## config.mk

```make
export PLATFORM = sky130hd
export DESIGN_NAME = size_class_block_cache
export DESIGN_NICKNAME = d
export VERILOG_FILES = /design/src/scbc_pkg.sv /design/src/scbc_ram.sv /design/src/scbc_ctrl.sv /design/src/scbc_dp.sv /design/src/size_class_block_cache.sv
export VERILOG_INCLUDE_DIRS = /design/src /design/src/src
export SDC_FILE = /design/constraint.sdc
export NUM_CORES = 2
export LEC_CHECK = 0
export BUFFER_PORTS_ARGS = -buffer_cell sky130_fd_sc_hd__buf_4
export CAP_MARGIN = 20
export CORE_MARGIN = 4
export CORE_UTILIZATION = 55
export CTS_CLUSTER_SIZE = 10
export DETAILED_ROUTE_END_ITERATION = 10
export PLACE_DENSITY = 0.78
export SLEW_MARGIN = 30
export SYNTH_ARGS = -nofsm -noshare
export SYNTH_HDL_FRONTEND = slang
export SYNTH_SLANG_ARGS = --single-unit
export TNS_END_PERCENT = 30
```

## constraint.sdc

```tcl
create_clock -name clk_i -period 13.05 [get_ports clk_i]
set_input_delay 0.6525 -clock clk_i [delete_from_list [all_inputs] [get_ports clk_i]]
set_output_delay 0.6525 -clock clk_i [all_outputs]
set_load 0.02 [all_outputs]
```

## src/size_class_block_cache_assert.svh

```systemverilog
// ----------------------------------------------------------------------------
// Size-class block cache assertion macros
// Shared assertion wrappers, clocked on clk_i; SCBC_ASSERT is disabled while rst_ni is low.
// ----------------------------------------------------------------------------
`ifndef SIZE_CLASS_BLOCK_CACHE_ASSERT_SVH
`define SIZE_CLASS_BLOCK_CACHE_ASSERT_SVH

// Check a property outside reset.
`define SCBC_ASSERT(lbl, prop, msg) \
  lbl: assert property (@(posedge clk_i) disable iff (!rst_ni) (prop)) else $error(msg);

// Check a property at every edge, reset included.
`define SCBC_ASSERT_ALWAYS(lbl, prop, msg) \
  lbl: assert property (@(posedge clk_i) (prop)) else $error(msg);

`endif

```

## src/scbc_pkg.sv

```systemverilog
// ----------------------------------------------------------------------------
// Size-class block cache package
// Payload structs, control structs and codes shared by the block's modules.
// ----------------------------------------------------------------------------
package scbc_pkg;

  localparam int unsigned PtrBits = 48;
  localparam int unsigned IncrBits = 32;
  localparam int unsigned BytesBits = 44;

  localparam logic FUNC_ALLOC = 1'b0;
  localparam logic FUNC_FREE  = 1'b1;

  localparam logic [2:0] ST_REUSED   = 3'd0;
  localparam logic [2:0] ST_NEW      = 3'd1;
  localparam logic [2:0] ST_CACHED   = 3'd2;
  localparam logic [2:0] ST_RELEASED = 3'd3;
  localparam logic [2:0] ST_ZERO_ERR = 3'd4;
  localparam logic [2:0] ST_OVER_ERR = 3'd5;

  typedef struct packed {
    logic                 func;
    logic [BytesBits-1:0] request_bytes;
    logic [PtrBits-1:0]   block_address;
    logic [IncrBits-1:0]  block_size_incr;
  } scbc_req_t;

  typedef struct packed {
    logic [2:0]          status;
    logic [PtrBits-1:0]  granted_address;
    logic [IncrBits-1:0] new_block_incr;
    logic                release_valid;
    logic [PtrBits-1:0]  release_base_address;
    logic [IncrBits-1:0] release_incr;
  } scbc_rsp_t;

  typedef struct packed {
    logic capture;
    logic commit;
  } scbc_cmd_t;

  typedef struct packed {
    logic out_free;
  } scbc_sts_t;

endpackage

```

## src/scbc_ram.sv

```systemverilog
// ----------------------------------------------------------------------------
// Size-class block cache RAM
// Generic single-write, single-read RAM with registered read data.
// ----------------------------------------------------------------------------
module scbc_ram #(
  parameter int unsigned Width = 8,
  parameter int unsigned Depth = 4
) (
  input  logic                                    clk_i,
  input  logic                                    we_i,
  input  logic [(Depth > 1 ? $clog2(Depth) : 1)-1:0] waddr_i,
  input  logic [Width-1:0]                        wdata_i,
  input  logic                                    re_i,
  input  logic [(Depth > 1 ? $clog2(Depth) : 1)-1:0] raddr_i,
  output logic [Width-1:0]                        rdata_o
);

  logic [Width-1:0] mem_q [Depth];
  logic [Width-1:0] rdata_q;

  always_ff @(posedge clk_i) begin
    if (we_i) begin
      mem_q[waddr_i] <= wdata_i;
    end
    if (re_i) begin
      rdata_q <= mem_q[raddr_i];
    end
  end

  assign rdata_o = rdata_q;

endmodule

```

## src/scbc_ctrl.sv

```systemverilog
// ----------------------------------------------------------------------------
// Size-class block cache controller
// Two-state sequencer: take a request, then commit it once the output is free.
// ----------------------------------------------------------------------------
module scbc_ctrl
  import scbc_pkg::*;
(
  input  logic      clk_i,
  input  logic      rst_ni,
  input  logic      in_valid_i,
  output logic      in_ready_o,
  input  scbc_sts_t sts_i,
  output scbc_cmd_t cmd_o
);

  localparam logic S_IDLE = 1'b0;
  localparam logic S_EXEC = 1'b1;

  logic state_q, state_d;

  assign in_ready_o     = (state_q == S_IDLE);
  assign cmd_o.capture  = in_valid_i && (state_q == S_IDLE);
  assign cmd_o.commit   = (state_q == S_EXEC) && sts_i.out_free;

  always_comb begin
    state_d = state_q;
    unique case (state_q)
      S_IDLE: if (in_valid_i) state_d = S_EXEC;
      S_EXEC: if (sts_i.out_free) state_d = S_IDLE;
      default: state_d = S_IDLE;
    endcase
  end

  always_ff @(posedge clk_i or negedge rst_ni) begin
    if (!rst_ni) begin
      state_q <= S_IDLE;
    end else begin
      state_q <= state_d;
    end
  end

endmodule

```

## src/scbc_dp.sv

```systemverilog
// ----------------------------------------------------------------------------
// Size-class block cache datapath
// Unit rounding, class row read-modify-write, fill counts and result register.
// ----------------------------------------------------------------------------
`include "size_class_block_cache_assert.svh"

module scbc_dp
  import scbc_pkg::*;
#(
  parameter int unsigned SIZE_CLASSES    = 16,
  parameter int unsigned SLOTS_PER_CLASS = 3,
  parameter int unsigned ALIGN_SHIFT     = 12,
  parameter int unsigned HEADER_BYTES    = 16,
  parameter int unsigned ADDR_BITS       = 48
) (
  input  logic       clk_i,
  input  logic       rst_ni,
  input  scbc_req_t  req_i,
  input  scbc_cmd_t  cmd_i,
  output scbc_sts_t  sts_o,
  input  logic       cfg_we_i,
  input  logic [1:0] cfg_data_i,
  output logic       out_valid_o,
  input  logic       out_ready_i,
  output scbc_rsp_t  rsp_o
);

  localparam int unsigned CW = (SIZE_CLASSES > 1) ? $clog2(SIZE_CLASSES) : 1;
  localparam int unsigned FW = $clog2(SLOTS_PER_CLASS + 1);
  localparam int unsigned IW = (SLOTS_PER_CLASS > 1) ? $clog2(SLOTS_PER_CLASS) : 1;
  localparam int unsigned RW = SLOTS_PER_CLASS * PtrBits;
  localparam int unsigned SW = BytesBits + 1;
  localparam logic [PtrBits-1:0] AddrMask =
    (ADDR_BITS >= PtrBits) ? {PtrBits{1'b1}} : ((PtrBits'(1) << ADDR_BITS) - PtrBits'(1));

  logic [1:0]          limit_q;
  logic [FW-1:0]       fill_q [SIZE_CLASSES];
  logic                func_q, over_q, inrange_q;
  logic [IncrBits-1:0] incr_q;
  logic [PtrBits-1:0]  addr_q;
  logic [CW-1:0]       cls_q;
  logic                out_valid_q;
  scbc_rsp_t           rsp_q, rsp_d;

  // Request decode
  logic [SW-1:0]       sum, units;
  logic [IncrBits-1:0] incr_in;
  logic                over_in, inrange_in;
  logic [CW-1:0]       cls_in;

  always_comb begin
    sum        = {1'b0, req_i.request_bytes} + SW'(HEADER_BYTES);
    units      = (sum >> ALIGN_SHIFT) + SW'(|sum[ALIGN_SHIFT-1:0]);
    over_in    = (req_i.func == FUNC_ALLOC) && (|units[SW-1:IncrBits]);
    incr_in    = (req_i.func == FUNC_ALLOC) ? units[IncrBits-1:0] : req_i.block_size_incr;
    inrange_in = (incr_in != '0) && (incr_in <= IncrBits'(SIZE_CLASSES)) && !over_in;
    cls_in     = CW'(incr_in - IncrBits'(1));
  end

  always_ff @(posedge clk_i) begin
    if (cmd_i.capture) begin
      func_q    <= req_i.func;
      over_q    <= over_in;
      inrange_q <= inrange_in;
      incr_q    <= incr_in;
      addr_q    <= req_i.block_address & AddrMask;
      cls_q     <= cls_in;
    end
  end

  // Class row store
  logic [RW-1:0]      row_rd, row_wr;
  logic               row_we;
  logic [PtrBits-1:0] slot [SLOTS_PER_CLASS];

  scbc_ram #(.Width(RW), .Depth(SIZE_CLASSES)) u_rows (
    .clk_i   (clk_i),
    .we_i    (row_we),
    .waddr_i (cls_q),
    .wdata_i (row_wr),
    .re_i    (cmd_i.capture),
    .raddr_i (cls_in),
    .rdata_o (row_rd)
  );

  // Execute
  logic [FW-1:0]      n, fill_new;
  logic [3:0]         n4, lim4;
  logic               evict, fill_we;
  logic [PtrBits-1:0] rel_ptr;

  always_comb begin
    for (int k = 0; k < SLOTS_PER_CLASS; k++) begin
      slot[k] = row_rd[k*PtrBits +: PtrBits];
    end
    n     = fill_q[cls_q];
    n4    = 4'(n);
    lim4  = (limit_q == 2'd0) ? 4'd1 : 4'(limit_q);
    if (lim4 > 4'(SLOTS_PER_CLASS)) lim4 = 4'(SLOTS_PER_CLASS);
    evict   = (n4 >= lim4);
    rel_ptr = slot[IW'(n - FW'(1))];

    row_wr   = row_rd;
    row_we   = 1'b0;
    fill_we  = 1'b0;
    fill_new = n;
    rsp_d    = '0;

    if (func_q == FUNC_ALLOC) begin
      if (over_q) begin
        rsp_d.status = ST_OVER_ERR;
      end else if (inrange_q && (n != '0)) begin
        // Pop the newest entry, advance the rest toward the head.
        rsp_d.status          = ST_REUSED;
        rsp_d.granted_address = slot[0];
        for (int k = 0; k < SLOTS_PER_CLASS; k++) begin
          row_wr[k*PtrBits +: PtrBits] =
            (k + 1 < SLOTS_PER_CLASS) ? slot[(k + 1) % SLOTS_PER_CLASS] : '0;
        end
        row_we   = 1'b1;
        fill_we  = 1'b1;
        fill_new = n - FW'(1);
      end else begin
        rsp_d.status         = ST_NEW;
        rsp_d.new_block_incr = incr_q;
      end
    end else begin
      if (incr_q == '0) begin
        rsp_d.status = ST_ZERO_ERR;
      end else if (!inrange_q) begin
        rsp_d.status               = ST_RELEASED;
        rsp_d.release_valid        = 1'b1;
        rsp_d.release_base_address = (addr_q - PtrBits'(HEADER_BYTES)) & AddrMask;
        rsp_d.release_incr         = incr_q;
      end else begin
        // Drop the stalest entry of a full class, then push at the head.
        rsp_d.status = ST_CACHED;
        if (evict) begin
          rsp_d.release_valid        = 1'b1;
          rsp_d.release_base_address = (rel_ptr - PtrBits'(HEADER_BYTES)) & AddrMask;
          rsp_d.release_incr         = incr_q;
        end
        row_wr[PtrBits-1:0] = addr_q;
        for (int k = 1; k < SLOTS_PER_CLASS; k++) begin
          row_wr[k*PtrBits +: PtrBits] = slot[k-1];
        end
        row_we   = 1'b1;
        fill_we  = 1'b1;
        fill_new = evict ? n : n + FW'(1);
      end
    end
    row_we  = row_we && cmd_i.commit;
    fill_we = fill_we && cmd_i.commit;
  end

  always_ff @(posedge clk_i or negedge rst_ni) begin
    if (!rst_ni) begin
      limit_q     <= 2'd3;
      out_valid_q <= 1'b0;
      for (int c = 0; c < SIZE_CLASSES; c++) fill_q[c] <= '0;
    end else begin
      if (cfg_we_i) limit_q <= cfg_data_i;
      if (fill_we) fill_q[cls_q] <= fill_new;
      if (cmd_i.commit) begin
        out_valid_q <= 1'b1;
      end else if (out_ready_i) begin
        out_valid_q <= 1'b0;
      end
    end
  end

  always_ff @(posedge clk_i) begin
    if (cmd_i.commit) rsp_q <= rsp_d;
  end

  assign sts_o.out_free = !out_valid_q || out_ready_i;
  assign out_valid_o    = out_valid_q;
  assign rsp_o          = rsp_q;

  `SCBC_ASSERT(a_fill_bound, fill_we |-> (fill_new <= FW'(SLOTS_PER_CLASS)),
               "class fill above slot count")
  `SCBC_ASSERT(a_commit_shows, cmd_i.commit |=> out_valid_q, "committed result not presented")
  `SCBC_ASSERT(a_commit_free, !(cmd_i.commit && out_valid_q && !out_ready_i),
               "result overwritten while held")

endmodule

```

## src/size_class_block_cache.sv

```systemverilog
// ----------------------------------------------------------------------------
// Size-class block cache
// Segregated free-list cache of freed large blocks, one row per size class.
// ----------------------------------------------------------------------------
// Each request passes two states: accept reads the class row from the row RAM,
// and commit, once the output register is free, rewrites that row and the class
// fill count and loads the result register. A request is taken again once the
// result has been moved into the output register, so a stalled consumer holds
// the input side off only while a finished result is still waiting. An allocate
// request rounds bytes plus header up to alignment units; a cached block of
// that class is handed back newest first, otherwise the units to obtain are
// reported (an error if they overflow). A free caches the block, releasing the
// stalest one first when the class is full, or releases it straight away when
// its class lies above the cached range. The user must write the per-class
// limit through cfg_we_i and cfg_data_i only while idle; this is not enforced.
// ----------------------------------------------------------------------------
`include "size_class_block_cache_assert.svh"

module size_class_block_cache
  import scbc_pkg::*;
#(
  parameter int unsigned SIZE_CLASSES    = 16,
  parameter int unsigned SLOTS_PER_CLASS = 3,
  parameter int unsigned ALIGN_SHIFT     = 12,
  parameter int unsigned HEADER_BYTES    = 16,
  parameter int unsigned ADDR_BITS       = 48
) (
  input  logic       clk_i,
  input  logic       rst_ni,
  input  logic       in_valid_i,
  output logic       in_ready_o,
  input  scbc_req_t  in_req_i,
  output logic       out_valid_o,
  input  logic       out_ready_i,
  output scbc_rsp_t  out_rsp_o,
  input  logic       cfg_we_i,
  input  logic [1:0] cfg_data_i
);

  scbc_cmd_t cmd;
  scbc_sts_t sts;

  // Sequence each request: capture and read, then commit.
  scbc_ctrl u_ctrl (
    .clk_i      (clk_i),
    .rst_ni     (rst_ni),
    .in_valid_i (in_valid_i),
    .in_ready_o (in_ready_o),
    .sts_i      (sts),
    .cmd_o      (cmd)
  );

  // Hold the class rows, fill counts, limit register and result register.
  scbc_dp #(
    .SIZE_CLASSES    (SIZE_CLASSES),
    .SLOTS_PER_CLASS (SLOTS_PER_CLASS),
    .ALIGN_SHIFT     (ALIGN_SHIFT),
    .HEADER_BYTES    (HEADER_BYTES),
    .ADDR_BITS       (ADDR_BITS)
  ) u_dp (
    .clk_i       (clk_i),
    .rst_ni      (rst_ni),
    .req_i       (in_req_i),
    .cmd_i       (cmd),
    .sts_o       (sts),
    .cfg_we_i    (cfg_we_i),
    .cfg_data_i  (cfg_data_i),
    .out_valid_o (out_valid_o),
    .out_ready_i (out_ready_i),
    .rsp_o       (out_rsp_o)
  );

  // A taken request blocks the next one until it has been committed.
  `SCBC_ASSERT(a_one_in_flight, (in_valid_i && in_ready_o) |=> !in_ready_o,
               "request taken while one is in flight")
  // Commit and capture never share a cycle.
  `SCBC_ASSERT_ALWAYS(a_cmd_excl, !(cmd.capture && cmd.commit), "capture during commit")

endmodule
```

======== Yosys cells after proc, flatten, opt, wreduce, memory -nomap -nowiden ========
Memories as Yosys holds them, arrays and structs flattened. A register that Yosys moved wholly into a read port is not among the register bits.
Index checks and enable logic that the tools add are counted.
storage, ports and cells
  register bits ........................... 287
  bits in writable memories ............... 2304
  word-level logic and storage cells ...... 114
  memories kept ........................... 1
operators by class
  add/sub/neg operators ................... 7
  order comparisons ....................... 6
  mux-type cells .......................... 42
  bitwise logic cells ..................... 6
  reduce and logical (&&, ||, !) cells .... 21
memories
  memory             depth  width  rd ports  clocked after Yosys merged registers in  write ports  line            source
  u_dp.u_rows.mem_q  16     144    1         1                                        1            scbc_ram.sv:18  logic [Width-1:0] mem_q [Depth];
operators with widths
  cell                     count
  $mux W144                5
  $mux W81                 2
  $bmux W48 S2             1
  $mux W48                 2
  $sub A48 B5 Y48 const B  2
  $add A44 B5 Y45 const B  1
  $add A33 B1 Y34          1
  $bwmux W32               1
  $le A32 B5 Y1 const B    1
  $logic_not A32 Y1        1
  $mux W32                 1
  $reduce_bool A32 Y1      1
  $mux W2                  10
  $mux W1                  13
  $reduce_or A13 Y1        1
  $reduce_or A12 Y1        1
  $mux W3                  3
  $bmux W2 S4              1
  $demux W2 S4             1
  $logic_and A1 B1 Y1      8
  $reduce_or A3 Y1         2
  $ge A5 B5 Y1 const B     1
  $lt A5 B1 Y1 const B     1
  $not A4 Y5               1
  other kinds (15)         20

======== Depth between registers and ports, before layout ========
  depth in word-level cells ............... 12
  gate-level depth with buffers ........... 24
  gate-level depth less buffers ........... 14

======== Modules after synthesis ========
Synthesis repeated with hierarchy kept, for this count alone.
unflattened totals
  cells, all modules ...................... 5658
  area, all modules ....................... 109709.0 um^2
modules (own cells, without submodules)
  module     times used  cells each  area each (um^2)
  scbc_ram   1           3773        90885.9
  scbc_dp    1           1879        18769.3
  scbc_ctrl  1           6           53.8

======== Worst setup path before layout ========
OpenSTA, ideal clock, no wires.
  kind .................................... register to register
  from .................................... register u_dp.cls_q[0]
  to ...................................... register u_dp.fill_q[24] in the netlist's numbering
  library setup time ...................... 0.116 ns
  arrival time ............................ 14.319 ns
  required time ........................... 12.934 ns
  slack ................................... -1.385 ns
  cell stages (with the launch flop) ...... 18
  path buffers ............................ 5
  clock period less this slack ............ 14.435 ns
  cells stage by stage .................... edfxtp_1 > buf_6 > mux4_2 > a22oi_2 > nand2_1 > inv_2 > buf_2 > buf_2 > buf_1 > ha_1 > nand2b_1 > nor3_1 > clkbuf_1 > nor2_1 > nor2_1 > nand3_1 > nor3_1 > mux2_2
between the ends
  cells in the longest elaborated chain, start to end .. 10
  elaborated cells on any way between the ends .. 25
ends and longest elaborated chain
  what                                                      line                            source
  start: declaration                                        scbc_dp.sv:41                   logic [CW-1:0] cls_q;
  start signal: assignment                                  scbc_dp.sv:67                   cls_q <= cls_in;
  $not A4 Y5 (implied by the code) (*)                      scbc_dp.sv:96, scbc_dp.sv:163
  $bmux W2 S4                                               scbc_dp.sv:96                   n = fill_q[cls_q];
  $mux W2 (implied by the code) (2 in series)               scbc_dp.sv:96
  $ge A2 B4 Y1 (tied with other cells)                      scbc_dp.sv:100                  evict = (n4 >= lim4);
  $mux W2 / $logic_and A1 B1 Y1 (equally long branches)     scbc_dp.sv:149, scbc_dp.sv:112
  $mux W2 (tied with other cells)                           scbc_dp.sv:130                  end else if (!inrange_q) begin
  $mux W2 (tied with other cells)                           scbc_dp.sv:128                  if (incr_q == '0) begin
  $mux W2 / $mux W1 (equally long branches)                 scbc_dp.sv:109                  if (func_q == FUNC_ALLOC) begin
  $bwmux W32 / $logic_and A1 B1 Y1 (equally long branches)  scbc_dp.sv:163, scbc_dp.sv:153
  end signal: indexed assignment                            scbc_dp.sv:163                  if (fill_we) fill_q[cls_q] <= fill_new;
  end: declaration                                          scbc_dp.sv:37                   logic [FW-1:0] fill_q [SIZE_CLASSES];
Mark *: on every way between the ends. The rest lies on a longest branch, timed or not. The select of a mux whose other input is x is not followed.
A chain may end at the register's enable or synchronous reset.

======== Final worst setup path ========
  from .................................... register u_dp.cls_q[0]
  to ...................................... register u_dp.rsp_q (netlist bit u_dp.rsp_o[74]) (data pin)
between the ends
  cells in the longest elaborated chain, start to end .. 12
  elaborated cells on any way between the ends .. 13
ends and longest elaborated chain
  what                                             line            source
  $not A4 Y5 (implied by the code) (*)             scbc_dp.sv:96
  $bmux W2 S4 (*)                                  scbc_dp.sv:96
  $mux W2 (implied by the code) (*) (2 in series)  scbc_dp.sv:96
  $sub A2 B1 Y2                                    scbc_dp.sv:101  rel_ptr = slot[IW'(n - FW'(1))];
  $not A2 Y3 (implied by the code)                 scbc_dp.sv:101
  $bmux W48 S2                                     scbc_dp.sv:101
  $mux W48 (implied by the code) (2 in series)     scbc_dp.sv:101
  $sub A48 B5 Y48                                  scbc_dp.sv:140  rsp_d.release_base_address = (rel_ptr - PtrBits'(HEADER_BYTES)) & AddrMask;
  $mux W81 (*)                                     scbc_dp.sv:138  if (evict) begin
  $mux W81 (*)                                     scbc_dp.sv:130
  end signal: assignment                           scbc_dp.sv:173  if (cmd_i.commit) rsp_q <= rsp_d;
  end: declaration                                 scbc_dp.sv:43   scbc_rsp_t rsp_q, rsp_d;
Marked as above.

==> flow_metrics.env <==
export IMPL_drive_gt1_share_pct=28.3
export IMPL_cts_tree="yes"
export IMPL_routabilityCongestion=0.921
export IMPL_dp_cells=7923
export IMPL_p_leak_nw=40.0
export IMPL_routed_wl_um=292000
export IMPL_row_count=162
export IMPL_synth_fa_ha_area_share_pct=0.111
export IMPL_fin_crit_ps=7250
export IMPL_finalWorstSetupSlack_ps=5800
export IMPL_ys_ff_latch=2735
export IMPL_dpl_cell_area_um2=114000
export IMPL_clkLatencyLatePin_ps=950
export IMPL_core_area_um2=195000
export IMPL_ys_top_cells_by_count="edfxtp_1 (2699), mux4_2 (729), nand2_1 (398)"
export IMPL_endpoint_kind="flip-flop"
export IMPL_post_cts_buffers=0
export IMPL_synthArstFlopShare_pct=1.32
export IMPL_power_density_nw_per_um2=189
export IMPL_num_io_pins=298
export IMPL_cts_clk_slew_worst_paths_ps=50
export IMPL_status="finished, final reports clean"
export IMPL_synth_top_cell_by_area="edfxtp_1"
export IMPL_viasPerCell=6.93
export IMPL_timing_final_crit_share_pct=55.5
export IMPL_synthTopCellsByArea="edfxtp_1 (75%), mux4_2 (15%), nand2_1 (1.4%)"
export IMPL_stdcell_count=8363
export IMPL_grt_pass1_wl_um=419000
export IMPL_yosysUniqueCellTypes=81
export IMPL_internal_power_mw=16.9
export IMPL_synth_top_family_by_area="multiplexers"
export IMPL_pwr_share_clk_pct=33.5
export IMPL_syn_area_um2=108000
export IMPL_die_y_um=451
export IMPL_finalSetupTns_ps=0
export IMPL_fmax_ghz=0.138
export IMPL_rsz0062_at_grt="no"
export IMPL_hold_start="in_valid_i"
export IMPL_grt_max_degree=159
export IMPL_seq_area_um2=82000
export IMPL_syn_num_nets=5292
export IMPL_hold_viol_final=0
export IMPL_nFillCells=12497
export IMPL_nNetsFinal=5821
export IMPL_antenna_left=0
export IMPL_crit_arrival_ps=7870
export IMPL_ctsResizeCount=0
export IMPL_pwr_share_seq_pct=48.8
export IMPL_crit_type="reg2reg"
export IMPL_synth_xor_xnor_area_share_pct=0.974
export IMPL_htreeDepth=5
export IMPL_multiInputGateArea_um2=24900
export IMPL_muxShareOfSynthArea_pct=15.8
export IMPL_yosysMostFrequentCell="edfxtp_1"
export IMPL_antenna_found_initial=6
export IMPL_syn_area_per_cell_um2=20.9
export IMPL_r2r_start="u_dp.cls_q[0]"
export IMPL_clockBufferDepth=4
export IMPL_grt_pass1_vias=58392
export IMPL_die_area_um2=203000
export IMPL_synth_edff_count=2699
export IMPL_track_usage_pct=28.6
export IMPL_finalInstanceArea_um2=123000
export IMPL_combPwrFrac_pct=17.8
export IMPL_synth_warnings=0
export IMPL_cp_startpoint="u_dp.cls_q[0]"
export IMPL_swShare_pct=27.4
export IMPL_skew_ps=82.4
export IMPL_route_detailed_drc=0
export IMPL_setup_violations_final=0
export IMPL_hpwl_um=145000
export IMPL_hold_buffers=50
export IMPL_die_x_um=451
export IMPL_synth_compound_area_share_pct=2.32
export IMPL_relSlewSlack_pct=29.3
export IMPL_cts_buffers_inserted=326
export IMPL_syn_inst=5152
export IMPL_ir_drop_uv=181
export IMPL_tightest_slew_ps=1060
export IMPL_switchingPower_mw=6.36
export IMPL_portBuffers=297
export IMPL_synth_top_area_share_pct=75.1
export IMPL_num_vias=57954
export IMPL_crit_path_start_kind="flip-flop"
export IMPL_cts_root_buf="clkbuf_16"
export IMPL_worstPathMaxFanout=44
export IMPL_initial_core_util_pct=55.3
export IMPL_syn_to_final_growth_pct=14.1
export IMPL_routedWlPerCell_um=34.9
export IMPL_drt_pass1_iterations=8
export IMPL_drv_cap=0
export IMPL_cts_sinks=2735
export IMPL_overflow=0
export IMPL_drtIter0Drc=9522
export IMPL_slew_viol_final=0
export IMPL_yosys_most_used_dff="edfxtp_1"
export IMPL_critPathRequiredTime_ps=13680
export IMPL_seq_area_frac_synth_pct=76.0
export IMPL_hp_class="in2reg"
export IMPL_synth_simple_area_share_pct=3.66
export IMPL_dp_slack_ps=5590
==> kinds of logic after synthesis <==
kind of cell | after synthesis
AOI/OAI and AO/OA | 373
xor gates and xnor gates | 120
adders and majority gates | 10
buffers and inverters | 311
DFF | 2735
muxes | 789
and+or+nand+nor | 814
==> state kept, by name, summed over array words and instances, names as in the netlist <==
register             flops
u_ctrl.state_q           1
u_dp.addr_q             48
u_dp.cls_q               4
u_dp.fill_q             32
u_dp.func_q              1
u_dp.incr_q             32
u_dp.inrange_q           1
u_dp.limit_q             2
u_dp.out_valid_o         1
u_dp.over_q              1
u_dp.rsp_o             164
u_dp.u_rows.mem_q     2304
u_dp.u_rows.rdata_o    144
==> power groups by stage <==
stage	Clock, mW	Combinational, mW	Sequential (mW)
finish	7.78	4.13	11.3
global route	8.22	4.37	11.3
CTS	7.83	4.06	11.3
detailed placement	0	3.98	11.5
global placement	0	3.89	11.5
floorplan	0	2.39	11.5
==> cell type report <==
type,count,share of cell area (%)
antenna,4,0.00813
timing repair buffer,481,3.31
multi-input combinational,2106,20.3
tap,2624,2.67
clock inverter,11,0.0986
clock buffer,371,6.92
sequential,2735,66.6
inverter,31,0.137
==> path summary, 6_finish.rpt <==
check	to	slack [ps]	depth (start not counted)
setup / recovery	u_dp.rsp_o[74]	5800	16
hold / removal	u_ctrl.state_q	50	3
max in group asynchronous	u_dp.limit_q[1]	12290	2
min in group asynchronous	u_dp.fill_q[23]	320	2
setup reg to reg	u_dp.rsp_o[74]	5800	16
hold reg to reg	u_dp.fill_q[28]	510	1
==> worst max-delay path: stages, from the launching register on <==
cell and delay [ps]:
edfxtp_1 730, mux4_2 610, a22oi_2 210, buf_4 490, nand2_2 120, inv_2 340
ha_4 630, inv_2 440, buf_4 360, o211a_1 170, a311oi_1 650, or4bb_1 570
nor4_2 610, nand3_2 350, nor3_1 300, xor2_1 200, o22ai_1 100
==> cells in the final DEF (no fill, tap or decap), types with 8 or more instances in the layout <==
cell	instances
xnor2_1	74
and3_1	41
a211oi_1	8
mux2i_1	17
nor4_1	32
nor3_1	40
o211a_1	14
buf_4	400
or3_1	9
dlygate4sd3_1	50
o21ai_0	78
nand4_1	24
buf_12	16
o21ai_2	9
dfrtp_1	34
mux4_2	729
edfxtp_1	2699
inv_1	22
nor2_1	65
nand2b_1	12
or4_1	11
clkbuf_1	36
xor2_1	43
buf_6	10
mux2_2	43
o22ai_1	43
nand3_1	33
a21oi_1	40
a22oi_1	100
a31oi_1	15
nor2_4	11
o211ai_1	9
nand2_1	396
clkbuf_16	335
and2_1	84
==> through the flow <==
stage,hold slack [ps],utilization [%],power (mW)
after floorplan,357,-,13.9
after global placement,484,58.3,15.4
after detailed placement,494,58.3,15.5
after CTS,8.16,63.0,23.2
after global routing,33.7,63.1,23.9
final,48.1,63.1,23.2
==> routing by layer <==
metal	global-route usage, %	share of wire, %
met2	45.9	49
met3	5.99	12
met1	38.8	34
met5	0	0.0048
met4	11.9	4.8
Power figures use the tool's default switching activity.
